$ cat src/sv/vre_pkg.sv
// ----------------------------------------------------------------------------
// vre_pkg
// Shared types, constants and the CRC-32 byte update for the voxel run-length
// encoder.
// ----------------------------------------------------------------------------
package vre_pkg;

  localparam int unsigned MAX_VOXELS = 65536;
  localparam int unsigned VCNT_W     = $clog2(MAX_VOXELS + 1);
  localparam int unsigned POS_W      = 18;
  localparam int unsigned RUN_W      = 16;
  localparam int unsigned FIFO_DEPTH = 4;
  localparam int unsigned PTR_W      = $clog2(FIFO_DEPTH);
  localparam int unsigned CNT_W      = $clog2(FIFO_DEPTH + 1);

  localparam logic [RUN_W-1:0] RUN_TOP  = 16'hFFFF;
  localparam logic [31:0]      CRC_POLY = 32'hEDB88320;
  localparam logic [31:0]      CRC_ONES = 32'hFFFFFFFF;

  localparam logic [7:0] MAGIC [4] = '{8'h56, 8'h43, 8'h48, 8'h4B};

  // Byte steps of one queue entry: header, split record, final record, CRC
  localparam int unsigned STEP_W = 5;
  localparam logic [STEP_W-1:0] STEP_HDR      = 5'd0;
  localparam logic [STEP_W-1:0] STEP_VERSION  = 5'd4;
  localparam logic [STEP_W-1:0] STEP_FLAGS    = 5'd5;
  localparam logic [STEP_W-1:0] STEP_HDR_CRC  = 5'd7;
  localparam logic [STEP_W-1:0] STEP_HDR_END  = 5'd11;
  localparam logic [STEP_W-1:0] STEP_BRK      = 5'd12;
  localparam logic [STEP_W-1:0] STEP_BRK_END  = 5'd14;
  localparam logic [STEP_W-1:0] STEP_FIN      = 5'd15;
  localparam logic [STEP_W-1:0] STEP_PATCH    = 5'd18;
  localparam logic [STEP_W-1:0] STEP_END      = 5'd21;

  localparam logic [POS_W-1:0] PATCH_BASE = 18'd8;

  localparam logic [0:0] REG_EDITED  = 1'b0;
  localparam logic [0:0] REG_VERSION = 1'b1;

  typedef struct packed {
    logic             hdr;
    logic [7:0]       version;
    logic             edited;
    logic             brk;
    logic [7:0]       brk_sym;
    logic [RUN_W-1:0] brk_len;
    logic             fin;
    logic [7:0]       fin_sym;
    logic [RUN_W-1:0] fin_len;
  } cmd_t;

  typedef struct packed {
    logic full;
    logic empty;
  } fifo_stat_t;

  function automatic logic [31:0] crc32_byte(input logic [31:0] crc, input logic [7:0] b);
    logic [31:0] c;
    c = crc ^ {24'd0, b};
    for (int k = 0; k < 8; k++) begin
      c = c[0] ? ((c >> 1) ^ CRC_POLY) : (c >> 1);
    end
    return c;
  endfunction

endpackage

$ cat src/sv/vre_front.sv
// ----------------------------------------------------------------------------
// vre_front
// Accepts voxels, tracks the open run and chunk, and queues one command per
// voxel that has bytes to emit (header, split record, final record + CRC).
// ----------------------------------------------------------------------------
module vre_front
  import vre_pkg::*;
(
  input  logic             clk,
  input  logic             rst,
  input  logic             s_tvalid,
  output logic             s_tready,
  input  logic [7:0]       voxel_id,
  input  logic             last_voxel,
  input  logic             edited_flag,
  input  logic [7:0]       format_version,
  input  fifo_stat_t       stat,
  output logic             push,
  output cmd_t             cmd
);

  logic              header_sent, header_sent_next;
  logic [7:0]        run_symbol, run_symbol_next;
  logic [RUN_W-1:0]  run_count, run_count_next;
  logic [VCNT_W-1:0] voxel_count, voxel_count_next;
  logic              accept;
  logic              last_eff;
  logic [VCNT_W-1:0] vc_inc;

  assign s_tready = ~stat.full;
  assign accept   = s_tvalid & s_tready;

  always_comb begin
    cmd              = '0;
    header_sent_next = header_sent;
    run_symbol_next  = run_symbol;
    run_count_next   = run_count;
    voxel_count_next = voxel_count;
    last_eff         = 1'b0;
    vc_inc           = voxel_count;

    cmd.hdr     = ~header_sent;
    cmd.version = format_version;
    cmd.edited  = edited_flag;

    if (run_count == '0) begin
      run_symbol_next = voxel_id;
      run_count_next  = RUN_W'(1);
    end else if (voxel_id == run_symbol && run_count < RUN_TOP) begin
      run_count_next = run_count + RUN_W'(1);
    end else begin
      cmd.brk         = 1'b1;
      cmd.brk_sym     = run_symbol;
      cmd.brk_len     = run_count;
      run_symbol_next = voxel_id;
      run_count_next  = RUN_W'(1);
    end

    if (voxel_count < VCNT_W'(MAX_VOXELS)) begin
      vc_inc = voxel_count + VCNT_W'(1);
    end
    last_eff = last_voxel | (vc_inc >= VCNT_W'(MAX_VOXELS));

    if (last_eff) begin
      cmd.fin          = 1'b1;
      cmd.fin_sym      = run_symbol_next;
      cmd.fin_len      = run_count_next;
      header_sent_next = 1'b0;
      run_symbol_next  = '0;
      run_count_next   = '0;
      voxel_count_next = '0;
    end else begin
      header_sent_next = 1'b1;
      voxel_count_next = vc_inc;
    end
  end

  assign push = accept & (cmd.hdr | cmd.brk | cmd.fin);

  always_ff @(posedge clk) begin
    if (rst) begin
      header_sent <= 1'b0;
      run_symbol  <= '0;
      run_count   <= '0;
      voxel_count <= '0;
    end else if (accept) begin
      header_sent <= header_sent_next;
      run_symbol  <= run_symbol_next;
      run_count   <= run_count_next;
      voxel_count <= voxel_count_next;
    end
  end

endmodule

$ cat src/sv/vre_fifo.sv
// ----------------------------------------------------------------------------
// vre_fifo
// Short command queue between front and back.
// ----------------------------------------------------------------------------
module vre_fifo
  import vre_pkg::*;
(
  input  logic       clk,
  input  logic       rst,
  input  logic       push,
  input  cmd_t       din,
  input  logic       pop,
  output cmd_t       dout,
  output fifo_stat_t stat
);

  cmd_t             mem [FIFO_DEPTH];
  logic [PTR_W-1:0] wr_ptr, rd_ptr;
  logic [CNT_W-1:0] count;
  logic             do_push, do_pop;

  assign stat.full  = (count == CNT_W'(FIFO_DEPTH));
  assign stat.empty = (count == '0);
  assign do_push    = push & ~stat.full;
  assign do_pop     = pop & ~stat.empty;
  assign dout       = mem[rd_ptr];

  always_ff @(posedge clk) begin
    if (do_push) begin
      mem[wr_ptr] <= din;
    end
  end

  always_ff @(posedge clk) begin
    if (rst) begin
      wr_ptr <= '0;
      rd_ptr <= '0;
      count  <= '0;
    end else begin
      if (do_push) begin
        wr_ptr <= wr_ptr + PTR_W'(1);
      end
      if (do_pop) begin
        rd_ptr <= rd_ptr + PTR_W'(1);
      end
      if (do_push && !do_pop) begin
        count <= count + CNT_W'(1);
      end else if (do_pop && !do_push) begin
        count <= count - CNT_W'(1);
      end
    end
  end

endmodule

$ cat src/sv/vre_back.sv
// ----------------------------------------------------------------------------
// vre_back
// Walks each queued command byte by byte, keeps the CRC and stream offset,
// and drives the registered output stream.
// ----------------------------------------------------------------------------
module vre_back
  import vre_pkg::*;
(
  input  logic        clk,
  input  logic        rst,
  input  cmd_t        cmd,
  input  fifo_stat_t  stat,
  output logic        pop,
  output logic        m_tvalid,
  input  logic        m_tready,
  output logic [31:0] m_tdata,
  output logic        m_tlast,
  output logic        m_tuser
);

  logic              busy, busy_next;
  logic [STEP_W-1:0] step, step_next;
  logic [STEP_W-1:0] first, cur;
  logic [31:0]       crc_accum, crc_out;
  logic [POS_W-1:0]  write_position;
  logic              go;
  logic [7:0]        byte_val;
  logic [POS_W-1:0]  off;
  logic              patch, eos, in_crc;
  logic [1:0]        pidx;

  assign go      = ~stat.empty & (~m_tvalid | m_tready);
  assign first   = cmd.hdr ? STEP_HDR : (cmd.brk ? STEP_BRK : STEP_FIN);
  assign cur     = busy ? step : first;
  assign crc_out = crc_accum ^ CRC_ONES;
  assign pidx    = 2'(cur - STEP_PATCH);

  always_comb begin
    byte_val = 8'd0;
    off      = write_position;
    patch    = 1'b0;
    eos      = 1'b0;
    in_crc   = 1'b1;
    priority if (cur < STEP_VERSION) begin
      byte_val = MAGIC[cur[1:0]];
    end else if (cur == STEP_VERSION) begin
      byte_val = cmd.version;
    end else if (cur == STEP_FLAGS) begin
      byte_val = {7'd0, cmd.edited};
    end else if (cur <= STEP_HDR_CRC) begin
      byte_val = 8'd0;
    end else if (cur <= STEP_HDR_END) begin
      in_crc = 1'b0;
    end else if (cur == STEP_BRK) begin
      byte_val = cmd.brk_sym;
    end else if (cur == STEP_BRK + STEP_W'(1)) begin
      byte_val = cmd.brk_len[7:0];
    end else if (cur == STEP_BRK_END) begin
      byte_val = cmd.brk_len[15:8];
    end else if (cur == STEP_FIN) begin
      byte_val = cmd.fin_sym;
    end else if (cur == STEP_FIN + STEP_W'(1)) begin
      byte_val = cmd.fin_len[7:0];
    end else if (cur == STEP_FIN + STEP_W'(2)) begin
      byte_val = cmd.fin_len[15:8];
    end else begin
      byte_val = crc_out[8*pidx +: 8];
      off      = PATCH_BASE + POS_W'(pidx);
      patch    = 1'b1;
      eos      = (cur == STEP_END);
      in_crc   = 1'b0;
    end
  end

  always_comb begin
    pop       = 1'b0;
    busy_next = 1'b1;
    step_next = cur + STEP_W'(1);
    priority if (cur == STEP_HDR_END) begin
      if (cmd.brk) begin
        step_next = STEP_BRK;
      end else if (cmd.fin) begin
        step_next = STEP_FIN;
      end else begin
        pop       = go;
        busy_next = 1'b0;
      end
    end else if (cur == STEP_BRK_END) begin
      if (cmd.fin) begin
        step_next = STEP_FIN;
      end else begin
        pop       = go;
        busy_next = 1'b0;
      end
    end else if (cur == STEP_END) begin
      pop       = go;
      busy_next = 1'b0;
    end else begin
      busy_next = 1'b1;
    end
  end

  always_ff @(posedge clk) begin
    if (rst) begin
      busy           <= 1'b0;
      step           <= '0;
      crc_accum      <= CRC_ONES;
      write_position <= '0;
      m_tvalid       <= 1'b0;
    end else begin
      if (go) begin
        busy     <= busy_next;
        step     <= step_next;
        m_tvalid <= 1'b1;
        if (eos) begin
          crc_accum      <= CRC_ONES;
          write_position <= '0;
        end else begin
          if (in_crc) begin
            crc_accum <= crc32_byte(crc_accum, byte_val);
          end
          if (!patch && write_position != '1) begin
            write_position <= write_position + POS_W'(1);
          end
        end
      end else if (m_tready) begin
        m_tvalid <= 1'b0;
      end
    end
  end

  always_ff @(posedge clk) begin
    if (go) begin
      m_tdata <= {6'd0, off, byte_val};
      m_tlast <= eos;
      m_tuser <= patch;
    end
  end

endmodule

$ cat src/sv/voxel_rle_encoder_crc32.sv
// ----------------------------------------------------------------------------
// voxel_rle_encoder_crc32
// Run-length encoder for 8-bit voxel ids with a framed header and CRC-32.
//
//   channel  dir  handshake          payload
//   s_*      in   s_tvalid/s_tready  tdata[7:0] voxel_id, tlast last_voxel
//   m_*      out  m_tvalid/m_tready  tdata byte+offset, tuser patch, tlast eos
//   cfg_*    in   cfg_we             cfg_index, cfg_data
//
// Output runs at one byte per cycle unless m_tready stalls it; a voxel emits
// 0 bytes inside a run, 3 per closed run, 12 for the header, 7 at chunk end.
// Input is taken each cycle while the 4-entry command queue has room.
// Reset is synchronous; stalls on m_tready back up through the queue.
// ----------------------------------------------------------------------------
module voxel_rle_encoder_crc32
  import vre_pkg::*;
(
  input  logic        clk,
  input  logic        rst,
  input  logic        s_tvalid,
  output logic        s_tready,
  input  logic [7:0]  s_tdata,   // [7:0] voxel_id
  input  logic        s_tlast,   // last_voxel
  output logic        m_tvalid,
  input  logic        m_tready,
  output logic [31:0] m_tdata,   // [7:0] out_byte, [25:8] byte_offset, [31:26] zero
  output logic        m_tlast,   // end_of_stream
  output logic        m_tuser,   // [0] is_patch
  input  logic        cfg_we,
  input  logic [0:0]  cfg_index,
  input  logic [7:0]  cfg_data
);

  logic       edited_flag;
  logic [7:0] format_version;
  logic       push, pop;
  cmd_t       cmd_in, cmd_out;
  fifo_stat_t stat;

  always_ff @(posedge clk) begin
    if (rst) begin
      edited_flag    <= 1'b0;
      format_version <= 8'd3;
    end else if (cfg_we) begin
      unique case (cfg_index)
        REG_EDITED:  edited_flag    <= cfg_data[0];
        REG_VERSION: format_version <= cfg_data;
        default: ;
      endcase
    end
  end

  vre_front u_front (
    .clk            (clk),
    .rst            (rst),
    .s_tvalid       (s_tvalid),
    .s_tready       (s_tready),
    .voxel_id       (s_tdata),
    .last_voxel     (s_tlast),
    .edited_flag    (edited_flag),
    .format_version (format_version),
    .stat           (stat),
    .push           (push),
    .cmd            (cmd_in)
  );

  vre_fifo u_fifo (
    .clk  (clk),
    .rst  (rst),
    .push (push),
    .din  (cmd_in),
    .pop  (pop),
    .dout (cmd_out),
    .stat (stat)
  );

  vre_back u_back (
    .clk      (clk),
    .rst      (rst),
    .cmd      (cmd_out),
    .stat     (stat),
    .pop      (pop),
    .m_tvalid (m_tvalid),
    .m_tready (m_tready),
    .m_tdata  (m_tdata),
    .m_tlast  (m_tlast),
    .m_tuser  (m_tuser)
  );

endmodule

$ cat config.mk
export PLATFORM = sky130hd
export DESIGN_NAME = voxel_rle_encoder_crc32
export DESIGN_NICKNAME = d
export VERILOG_FILES = /design/src/sv/vre_pkg.sv /design/src/sv/vre_front.sv /design/src/sv/vre_fifo.sv /design/src/sv/vre_back.sv /design/src/sv/voxel_rle_encoder_crc32.sv
export SDC_FILE = /design/constraint.sdc
export NUM_CORES = 1
export LEC_CHECK = 0
export ABC_AREA = 1
export BUFFER_PORTS_ARGS = -buffer_cell sky130_fd_sc_hd__clkbuf_2
export CORE_ASPECT_RATIO = 0.8
export CORE_MARGIN = 2
export CORE_UTILIZATION = 45
export DETAILED_ROUTE_END_ITERATION = 12
export HOLD_SLACK_MARGIN = 0.02
export PLACE_DENSITY = 0.66
export SETUP_SLACK_MARGIN = 0.2
export SLEW_MARGIN = 20
export SYNTH_ARGS = -nofsm -noshare
export SYNTH_HDL_FRONTEND = slang
export SYNTH_SLANG_ARGS = --single-unit
export TNS_END_PERCENT = 1
$ cat constraint.sdc
create_clock -name clk -period 10.5 [get_ports clk]
set_clock_uncertainty 0.05 [all_clocks]
set_input_delay 0.525 -clock clk [delete_from_list [all_inputs] [get_ports clk]]
set_output_delay 0.525 -clock clk [all_outputs]
set_load 0.1 [all_outputs]
==> key figures, run 1 <==
Status
  • Status: completed

STA
  • Final hold vios: 0
  • Max transition margin: 35.0%
  • Final slew viol count: 0
  • Setup TNS: 0 ns
  • Fmax: 172 MHz
  • Unrepaired setup endpoints after global routing: no
  • Min Tclk post-route: 5.81 ns
  • Final period util: 55.3%
  • # setup viols final: 0
  • Worst Tran Pin Value: 0.975 ns

Synth
  • Largest family of logic cells by synthesized area: simple AND/OR/NAND/NOR gates
  • Main synth FF type: edfxtp_1
  • Mean Syn Cell Area: 9.20 um2
  • Synth area leader: edfxtp_1
  • Simple-gate area share of the yosys netlist: 20.5%
  • Count leader, synth: nand2_1
  • Gate Count Post-Synth: 1956
  • Yosys cell types: 56
  • Top cell types by occurrence after synthesis: nand2_1, edfxtp_1, nor2_1
  • EDFF count, synth: 268
  • XOR/XNOR share of the synthesized area: 2.88%
  • Compound-Gate Fraction of Synth Area: 11.7%
  • Sequential area share after synthesis: 57.8%
  • Top cell type's share of synthesized area: 44.7%
  • Post-synthesis cell area: 18000 um2
  • Warnings from Yosys: 0
  • Post-synth ARST share: 0%
  • Mux contribution to synthesized area: 0%
  • Top cells by area, synth: edfxtp_1, dfxtp_1, nand2_1, nor2_1, a21oi_1
  • Synth Register Bits: 385
  • Adder-Cell Fraction of Synth Area: 1.15%

Floorplan
  • Die ar.: 41600 um2
  • Core ar.: 39400 um2
  • Ports: 59
  • Die X: 228 um
  • Initial Util: 45.6%
  • Die span in y: 183 um
  • Std-Cell Rows: 65

Clock tree
  • CTS resizes: 0
  • Clock root cell: clkbuf_16
  • CTS clock-pin slew for the worst setup and hold paths: 0.06 ns
  • Longest Clk Path Bufs: 3
  • Clock sink count: 385
  • Post-CTS Setup Bufs: 0
  • CTS tree: built
  • Clock Latency Late Sink: 0.57 ns
  • H-Tree Depth: 2
  • Total CTS buffers: 40
  • Cts hold-fix bufs: 0

Drt
  • Wirelength, routed: 45.6 mm
  • Routed len/inst: 17.8 um
  • Iteration-0 DRC Markers: 1396
  • Final antenna-violating net count: 0
  • DR vias: 13.8k
  • DRC Markers: 0
  • Drt pass-1 iters: 6
  • Via-per-instance ratio: 5.40

Power
  • Pwr Total: 6.65 mW
  • Pleak: 7.73 nW
  • Pwr dens: 333 nW/um2
  • VDD IR max: 0.224 mV

Placed design
  • Placed cell areas: 18700 um2
  • Placer Congestion: 0.981
  • Hpwl dp: 30.1 mm
  • Placed cells: 2482
  • Port Buf Inserts: 52

Global route
  • Number of global-route vias before repair: 13.0k
  • First-pass GRT wire length: 71.9 mm
  • GRT Overall Usage: 22.2%
  • Remaining Overflow, GRT: 0
  • Initial antenna violation count: 0
  • Largest net degree at the start of global routing: 96

Min path
  • Hold wc startpoint: cfg_data[1]
  • Worst min path class: in2reg

Setup path
  • Top cell by count, worst path: nand2_1
  • Crit path largest cell delay: 0.49 ns
  • Crit-path max FO: 42
  • Crit path capture type: flop
  • Required time worst endpoint: 10.90 ns
  • WP data arrival: 6.21 ns
  • WS Path Type: reg2reg
  • Crit path max-delay family: simple AND/OR/NAND/NOR gates
  • Startpoint Class: flop
  • CP max stage cell: buf_4
  • Buf+Inv Stages, Crit Path: 7

Finish
  • Layout cell share with drive strength beyond 1: 9.50%
  • Util after Layout: 50.6%
  • ANT cells: 0
  • Post-layout nets: 2027
  • Layout Cells excl Fill: 2556
  • Final instance area: 20000 um2
  • Layout area overhead: 11.0%

Run
  • Max Cap Viol: 0
layout by cell type, fill, tap and decap left out, types with 14 or more instances in the layout:
cell         n
o211ai_1    15
nor2_1     221
ha_1        15
nand3_1     85
clkbuf_2    52
nand4_1     15
nor3_1      29
edfxtp_1   268
inv_1      164
o21ai_0    121
dfxtp_1    116
inv_2       15
a32o_1      14
o21ai_1     18
clkbuf_16   40
buf_4       17
a21oi_1    143
xor2_1      36
nand2_1    453
nand2_2     14
worst paths after layout:
kind                                             endpoint  slack (ns)  cells after the start
worst max register to register  u_back.write_position[17]        4.69                     26
worst max-delay path            u_back.write_position[17]        4.69                     26
worst min register to register             u_back.step[4]        0.42                      2
worst min-delay path                    format_version[1]        0.13                      3
cell families after synthesis:
family	count (synthesis)
xor+xnor	52
simple gates	863
other cells	1
compound gates	370
flops	385
buf+inv	269
fa+ha+maj	16
sequential cells by signal (all words and copies together), names as in the netlist, named ones only:
signal / count
u_back.m_tlast: 1
u_back.step: 5
u_fifo.mem: 240
u_front.run_count: 16
u_back.busy: 1
u_back.m_tdata: 26
edited_flag: 1
u_fifo.count: 3
u_back.m_tvalid: 1
u_back.crc_accum: 32
u_back.m_tuser: 1
u_front.voxel_count: 17
u_back.write_position: 18
format_version: 8
u_front.header_sent: 1
u_fifo.rd_ptr: 2
u_front.run_symbol: 8
u_fifo.wr_ptr: 2
per-layer routing:
metal  GRT usage (%)  up-vias  routed length [um]
li1                -     6679                   -
met1            33.7     6490               21200
met2            32.5      537               19300
met3            3.67       86                4000
met4            6.95        0                1120
met5               0        -                   0
power breakdown:
| part | switching [mW] | internal (mW) |
|---|---|---|
| registers | 0.116 | 1.90 |
| clock network | 0.600 | 0.743 |
| logic | 2.41 | 0.876 |
area by class of cell:
type | count | area, um2
fillers | 3554 | 19500
flip-flops and latches | 385 | 10400
multi-input cells | 1307 | 6570
clock buffers | 57 | 1100
inverters | 185 | 698
well taps | 536 | 671
repair buffers | 69 | 388
clock inverters | 17 | 136
tightest hold or removal path: cells and delay by family:
family | cells | cell delay [ns]
buffers and inverters | 1 | 0.08
AND/OR/NAND/NOR | 2 | 0.10
per-stage QoR:
stage / worst slack [ns] / hold WS (ns)
after floorplan: 5.52 / 0.386
after global placement: 4.95 / 0.401
after detailed placement: 4.76 / 0.406
after CTS: 4.71 / 0.113
after global routing: 4.11 / 0.141
final: 4.69 / 0.132
Power figures use the tool's default switching activity.
==> inputs of run 2 (changes only) <==
clock period = 5.5 ns   (was 10.5 ns; I/O delays follow)
==> key figures, run 2 (synthesis gave the netlist of run 1 again) <==
Finish
  • Largest Register: u_fifo.mem (unchanged)
  • FF/Latch Area: 10400 um2 (unchanged)
  • # fillers: 3539 (was 3554)
  • Area used by multi-input combinational logic: 6570 um2 (unchanged)
  • Commonest cells after routing, fill and taps aside: nand2_1, edfxtp_1, nor2_1 (unchanged)
  • Top Registers: u_fifo.mem: 240 flops, u_back.crc_accum: 32 flops, u_back.m_tdata: 26 flops (unchanged)
  • Layout cell share with drive strength beyond 1: 9.72% (was 9.50%)
  • Most common cell after layout, fill and taps aside: nand2_1 (unchanged)
  • Layout area overhead: 12.9% (was 11.0%)
  • ANT cells: 0 (unchanged)
  • Post-layout nets: 2054 (was 2027)
  • Max reg flops: 240 (unchanged)
  • Layout Cells excl Fill: 2583 (was 2556)

Setup path
  • Crit path max-delay family: simple AND/OR/NAND/NOR gates (unchanged)
  • CP max stage cell: nor4_1 (was buf_4)
  • WS Path Type: reg2reg (unchanged)
  • Crit path capture type: flop (unchanged)
  • Critical path depth: 28 (was 26)
  • WP data arrival: 5.09 ns (was 6.21 ns)
  • Startpoint Class: flop (unchanged)
  • R2R depth: 28 (was 26)
  • Top cell by count, worst path: nand2_1 (unchanged)
  • Required time worst endpoint: 5.94 ns (was 10.90 ns)
  • Crit path largest cell delay: 0.57 ns (was 0.49 ns)
  • Buf+Inv Stages, Crit Path: 6 (was 7)
  • Crit-path max FO: 32 (was 42)

Clock tree
  • Post-CTS Setup Bufs: 0 (unchanged)
  • Clock root cell: clkbuf_16 (unchanged)
  • H-Tree Depth: 2 (unchanged)
  • CTS clock-pin slew for the worst setup and hold paths: 0.06 ns (about the same)
  • Total CTS buffers: 40 (unchanged)
  • CTS tree: built (unchanged)
  • Clock Latency Late Sink: 0.56 ns (was 0.57 ns)
  • Clock sink count: 385 (unchanged)
  • Longest Clk Path Bufs: 3 (unchanged)

Status
  • Status: completed (unchanged)

STA
  • Worst Tran Pin Value: 0.999 ns (was 0.975 ns)
  • Min Tclk post-route: 4.65 ns (was 5.81 ns)
  • Final period util: 84.6% (was 55.3%)
  • Setup TNS: 0 ns (unchanged)
  • Final slew viol count: 0 (unchanged)
  • Max transition margin: 33.4% (was 35.0%)
  • # setup viols final: 0 (unchanged)
  • Final hold vios: 0 (unchanged)
  • Unrepaired setup endpoints after global routing: no (unchanged)
  • Fmax: 215 MHz (was 172 MHz)

Drt
  • Via-per-instance ratio: 5.38 (was 5.40)
  • Iteration-0 DRC Markers: 1504 (was 1396)
  • Wirelength, routed: 46.3 mm (was 45.6 mm)
  • Drt pass-1 iters: 5 (was 6)
  • DR vias: 13.9k (was 13.8k)
  • Final antenna-violating net count: 0 (unchanged)
  • DRC Markers: 0 (unchanged)
  • Routed len/inst: 17.9 um (was 17.8 um)

Global route
  • Remaining Overflow, GRT: 0 (unchanged)
  • GRT Overall Usage: 22.6% (was 22.2%)
  • Largest net degree at the start of global routing: 91 (was 96)
  • Number of global-route vias before repair: 12.9k (was 13.0k)
  • Initial antenna violation count: 0 (unchanged)
  • First-pass GRT wire length: 72.5 mm (was 71.9 mm)

Run
  • Max Cap Viol: 0 (unchanged)

Placed design
  • Placed cells: 2490 (was 2482)
  • Hpwl dp: 30.1 mm (about the same)
  • Port Buf Inserts: 52 (unchanged)
  • Placer Congestion: 0.945 (was 0.981)

Floorplan
  • Die X: 228 um (unchanged)
  • Std-Cell Rows: 65 (unchanged)
  • Ports: 59 (unchanged)
  • Initial Util: 45.6% (unchanged)
  • Core ar.: 39400 um2 (unchanged)
  • Die ar.: 41600 um2 (unchanged)
  • Die span in y: 183 um (unchanged)

Power
  • Logic pwr share: 49.4% (was 49.5%)
  • Clock Power Share: 20.7% (was 20.2%)
  • Pwr dens: 633 nW/um2 (was 333 nW/um2)
  • Seq pwr share: 29.9% (was 30.3%)
  • Net Sw Frac: 46.5% (was 47.1%)
  • Pwr Total: 12.9 mW (was 6.65 mW)
  • Pleak: 7.88 nW (was 7.73 nW)
  • Int Pwr: 6.88 mW (was 3.52 mW)
  • NetSw: 5.98 mW (was 3.13 mW)
  • VDD IR max: 0.486 mV (was 0.224 mV)

Min path
  • Hold wc startpoint: m_tready (was cfg_data[1])
  • Hold depth: 6 (was 3)
  • Worst min path class: in2reg (unchanged)
==> run 2: metal layers <==
| metal | track usage [%] | part of all wire, % | routed length, um |
|---|---|---|---|
| met1 | 33.2 | 46 | 21500 |
| met2 | 33.6 | 43 | 19900 |
| met3 | 4.73 | 7.9 | 3640 |
| met4 | 7.27 | 2.8 | 1300 |
| met5 | 0 | 0 | 0 |
==> run 2: power groups by stage <==
stage               clock, mW  combinational [mW]  sequential (mW)
floorplan                   0                3.98             4.65
global placement            0                6.19             3.88
detailed placement          0                6.24             3.90
CTS                      2.71                6.28             3.84
global route             2.82                7.02             3.88
finish                   2.66                6.36             3.84
==> run 2: final timing paths <==
| kind | slack [ns] | to |
|---|---|---|
| min | 0.13 | u_back.m_tvalid |
| max | 0.85 | u_back.write_position[17] |
| min reg2reg | 0.42 | u_fifo.rd_ptr[1] |
| max reg2reg | 0.85 | u_back.write_position[17] |
==> run 2: final cells by class <==
type / instances / area share [%]
clock inverter: 19 / 0.961
multi-input combinational: 1307 / 32.4
clock buffer: 55 / 5.35
timing repair buffer: 96 / 3.39
tap: 536 / 3.30
sequential: 385 / 51.2
inverter: 185 / 3.44
==> run 2: worst register-to-register path: cells and delay by family (launching register included) <==
| family | cells | cell delay, ns |
|---|---|---|
| AND/OR/NAND/NOR | 18 | 2.42 |
| buffers and inverters | 6 | 1.03 |
| adder cells (fa/ha/maj) | 2 | 0.46 |
| flip-flops | 1 | 0.45 |
| AO/OA/AOI/OAI | 2 | 0.19 |
==> run 2: stage by stage <==
stage	instance area [um2]	utilization [%]	hold WS (ns)	setup WS [ns]
after floorplan	18000	-	0.338	0.522
after global placement	18800	47.7	0.394	0.848
after detailed placement	18800	47.7	0.410	0.739
after CTS	20300	51.5	0.115	0.732
after global routing	20300	51.5	0.218	0.355
final	20300	51.5	0.131	0.848
==> run 2: timing repair <==
item,4_1_cts,5_1_grt
endpoints found under the setup margin,0,8
gates resized for setup,0,1
endpoints found under the hold margin,17,0
hold buffers,19,0
==> inputs of run 3 (changes only) <==
PLACE_DENSITY = 0.68   (was 0.66)
clock period = 4.28 ns   (was 5.5 ns; I/O delays follow)
==> key figures, run 3 (synthesis gave the netlist of run 1 again) <==
Global route
  • GRT Overall Usage: 23.3% (was 22.6%)
  • Remaining Overflow, GRT: 0 (unchanged)
  • Number of global-route vias before repair: 13.5k (was 12.9k)
  • Largest net degree at the start of global routing: 91 (unchanged)
  • First-pass GRT wire length: 74.9 mm (was 72.5 mm)
  • Initial antenna violation count: 0 (unchanged)

Floorplan
  • Die ar.: 41600 um2 (unchanged)
  • Die X: 228 um (unchanged)
  • Std-Cell Rows: 65 (unchanged)
  • Ports: 59 (unchanged)
  • Die span in y: 183 um (unchanged)
  • Initial Util: 45.6% (unchanged)
  • Core ar.: 39400 um2 (unchanged)

Setup path
  • CP max stage cell: dfxtp_4 (was nor4_1)
  • WS Path Type: reg2reg (unchanged)
  • Crit path capture type: flop (unchanged)
  • Required time worst endpoint: 4.72 ns (was 5.94 ns)
  • WP data arrival: 4.34 ns (was 5.09 ns)
  • Top cell by count, worst path: nand2_1 (unchanged)
  • Startpoint Class: flop (unchanged)
  • Crit path largest cell delay: 0.40 ns (was 0.57 ns)
  • Crit-path max FO: 7 (was 32)

Drt
  • Drt pass-1 iters: 5 (unchanged)
  • Iteration-0 DRC Markers: 1526 (was 1504)
  • DRC Markers: 0 (unchanged)
  • Final antenna-violating net count: 0 (unchanged)
  • Wirelength, routed: 47.9 mm (was 46.3 mm)
  • Routed len/inst: 18.3 um (was 17.9 um)
  • Via-per-instance ratio: 5.42 (was 5.38)
  • DR vias: 14.2k (was 13.9k)

STA
  • # setup viols final: 0 (unchanged)
  • Fmax: 257 MHz (was 215 MHz)
  • Final setup margin: 0.382 ns (was 0.848 ns)
  • Setup TNS: 0 ns (unchanged)
  • Final slew viol count: 0 (unchanged)
  • Max transition margin: 46.3% (was 33.4%)
  • Final period util: 91.1% (was 84.6%)
  • Final hold vios: 0 (unchanged)
  • Worst Tran Pin Value: 0.806 ns (was 0.999 ns)
  • Hold WS: 0.0524 ns (was 0.131 ns)
  • Min Tclk post-route: 3.90 ns (was 4.65 ns)
  • Unrepaired setup endpoints after global routing: yes (was no)

Min path
  • Worst min path class: in2reg (unchanged)

Power
  • Pwr dens: 836 nW/um2 (was 633 nW/um2)
  • VDD IR max: 0.627 mV (was 0.486 mV)
  • Logic pwr share: 50.9% (was 49.4%)
  • Int Pwr: 9.45 mW (was 6.88 mW)
  • NetSw: 8.04 mW (was 5.98 mW)
  • Pleak: 8.15 nW (was 7.88 nW)
  • Net Sw Frac: 46.0% (was 46.5%)
  • Clock Power Share: 21.0% (was 20.7%)
  • Seq pwr share: 28.1% (was 29.9%)
  • Pwr Total: 17.5 mW (was 12.9 mW)

Clock tree
  • Clock sink count: 385 (unchanged)
  • H-Tree Depth: 2 (unchanged)
  • CTS clock-pin slew for the worst setup and hold paths: 0.06 ns (about the same)
  • CTS tree: built (unchanged)
  • Total CTS buffers: 40 (unchanged)
  • Longest Clk Path Bufs: 3 (unchanged)
  • Clock root cell: clkbuf_16 (unchanged)
  • Clock Latency Late Sink: 0.58 ns (was 0.56 ns)

Finish
  • Post-layout nets: 2087 (was 2054)
  • # fillers: 3542 (was 3539)
  • Top Registers: u_fifo.mem: 240 flops, u_back.crc_accum: 32 flops, u_back.m_tdata: 26 flops (unchanged)
  • ANT cells: 0 (unchanged)
  • Layout cell share with drive strength beyond 1: 13.5% (was 9.72%)
  • Layout area overhead: 16.3% (was 12.9%)
  • Most common cell after layout, fill and taps aside: nand2_1 (unchanged)
  • Largest Register: u_fifo.mem (unchanged)
  • Layout Cells excl Fill: 2616 (was 2583)
  • Commonest cells after routing, fill and taps aside: nand2_1, edfxtp_1, nor2_1 (unchanged)
  • Max reg flops: 240 (unchanged)

Placed design
  • Port Buf Inserts: 52 (unchanged)
  • Hpwl dp: 31.1 mm (was 30.1 mm)
  • Placer Congestion: 0.937 (was 0.945)
  • Placed cells: 2504 (was 2490)
  • Pre-CTS setup slack: 0.186 ns (was 0.739 ns)

Status
  • Status: completed (unchanged)

Run
  • Max Cap Viol: 0 (unchanged)
-- run 3: changes by cell type in the layout (fill, tap and decap cells not counted), moves of 5 or more --
cell,change
clkinv_2,+6
nand3_1,-5
clkbuf_1,-8
nand2_2,+18
nand2_4,+6
buf_4,+27
nand2_1,-23
-- run 3: final cells by class --
cell class                      instances  area (um2)  share of cell area (%)
Sequential cell                       385       10400                    49.7
Clock inverter                         27         337                    1.61
Clock buffer                           47        1070                    5.11
Tap cell                              536         671                    3.21
Multi-Input combinational cell       1308        6760                    32.3
Inverter                              185         706                    3.37
Timing Repair Buffer                  128         982                    4.70
-- run 3: path summary, 6_finish.rpt --
check	startpoint	endpoint	slack (ns)	cells after the start
worst min register to register	u_front.run_count[15]	u_front.run_count[15]	0.42	2
worst max-delay path	flop	u_back.crc_accum[21]	0.38	29
worst max register to register	flop	u_back.crc_accum[21]	0.38	29
worst min-delay path	m_tready	u_back.m_tvalid	0.05	6
-- run 3: metrics by stage --
step	utilization, %	cell area (um2)
CTS	52.2	20600
detailed placement	48.1	19000
global route	53.0	20900
finish	53.0	20900
floorplan	-	18000
global placement	48.1	19000
-- run 3: power groups by stage --
| stage | Sequential [mW] | Clock (mW) | Combinational [mW] |
|---|---|---|---|
| finish | 4.92 | 3.67 | 8.90 |
| global route | 4.96 | 3.88 | 9.69 |
| CTS | 4.91 | 3.72 | 8.21 |
| detailed placement | 4.99 | 0 | 8.16 |
| global placement | 4.97 | 0 | 8.07 |
| floorplan | 5.98 | 0 | 5.12 |
-- run 3: critical path, delay by kind of cell (launching register included) --
family | cells | cell delay, ns
simple gates | 22 | 2.15
buf+inv | 4 | 0.56
fa+ha+maj | 2 | 0.40
flops | 1 | 0.40
compound gates | 1 | 0.27
-- run 3: routing by layer --
metal | vias to the layer above | part of all wire, % | global-route usage [%]
li1 | 6806 | - | -
met2 | 505 | 44 | 34.9
met5 | - | 0 | 0
met1 | 6781 | 46 | 34.1
met4 | 0 | 2.5 | 6.95
met3 | 86 | 7.8 | 4.63
-- run 3: repair_timing --
action,in CTS,in global routing
gates cloned,0,1
endpoints found under the hold margin,36,0
pin swaps,0,16
hold buffers,19,0
endpoints found under the setup margin,4,263
gates resized for setup,0,53
buffers inserted,0,18
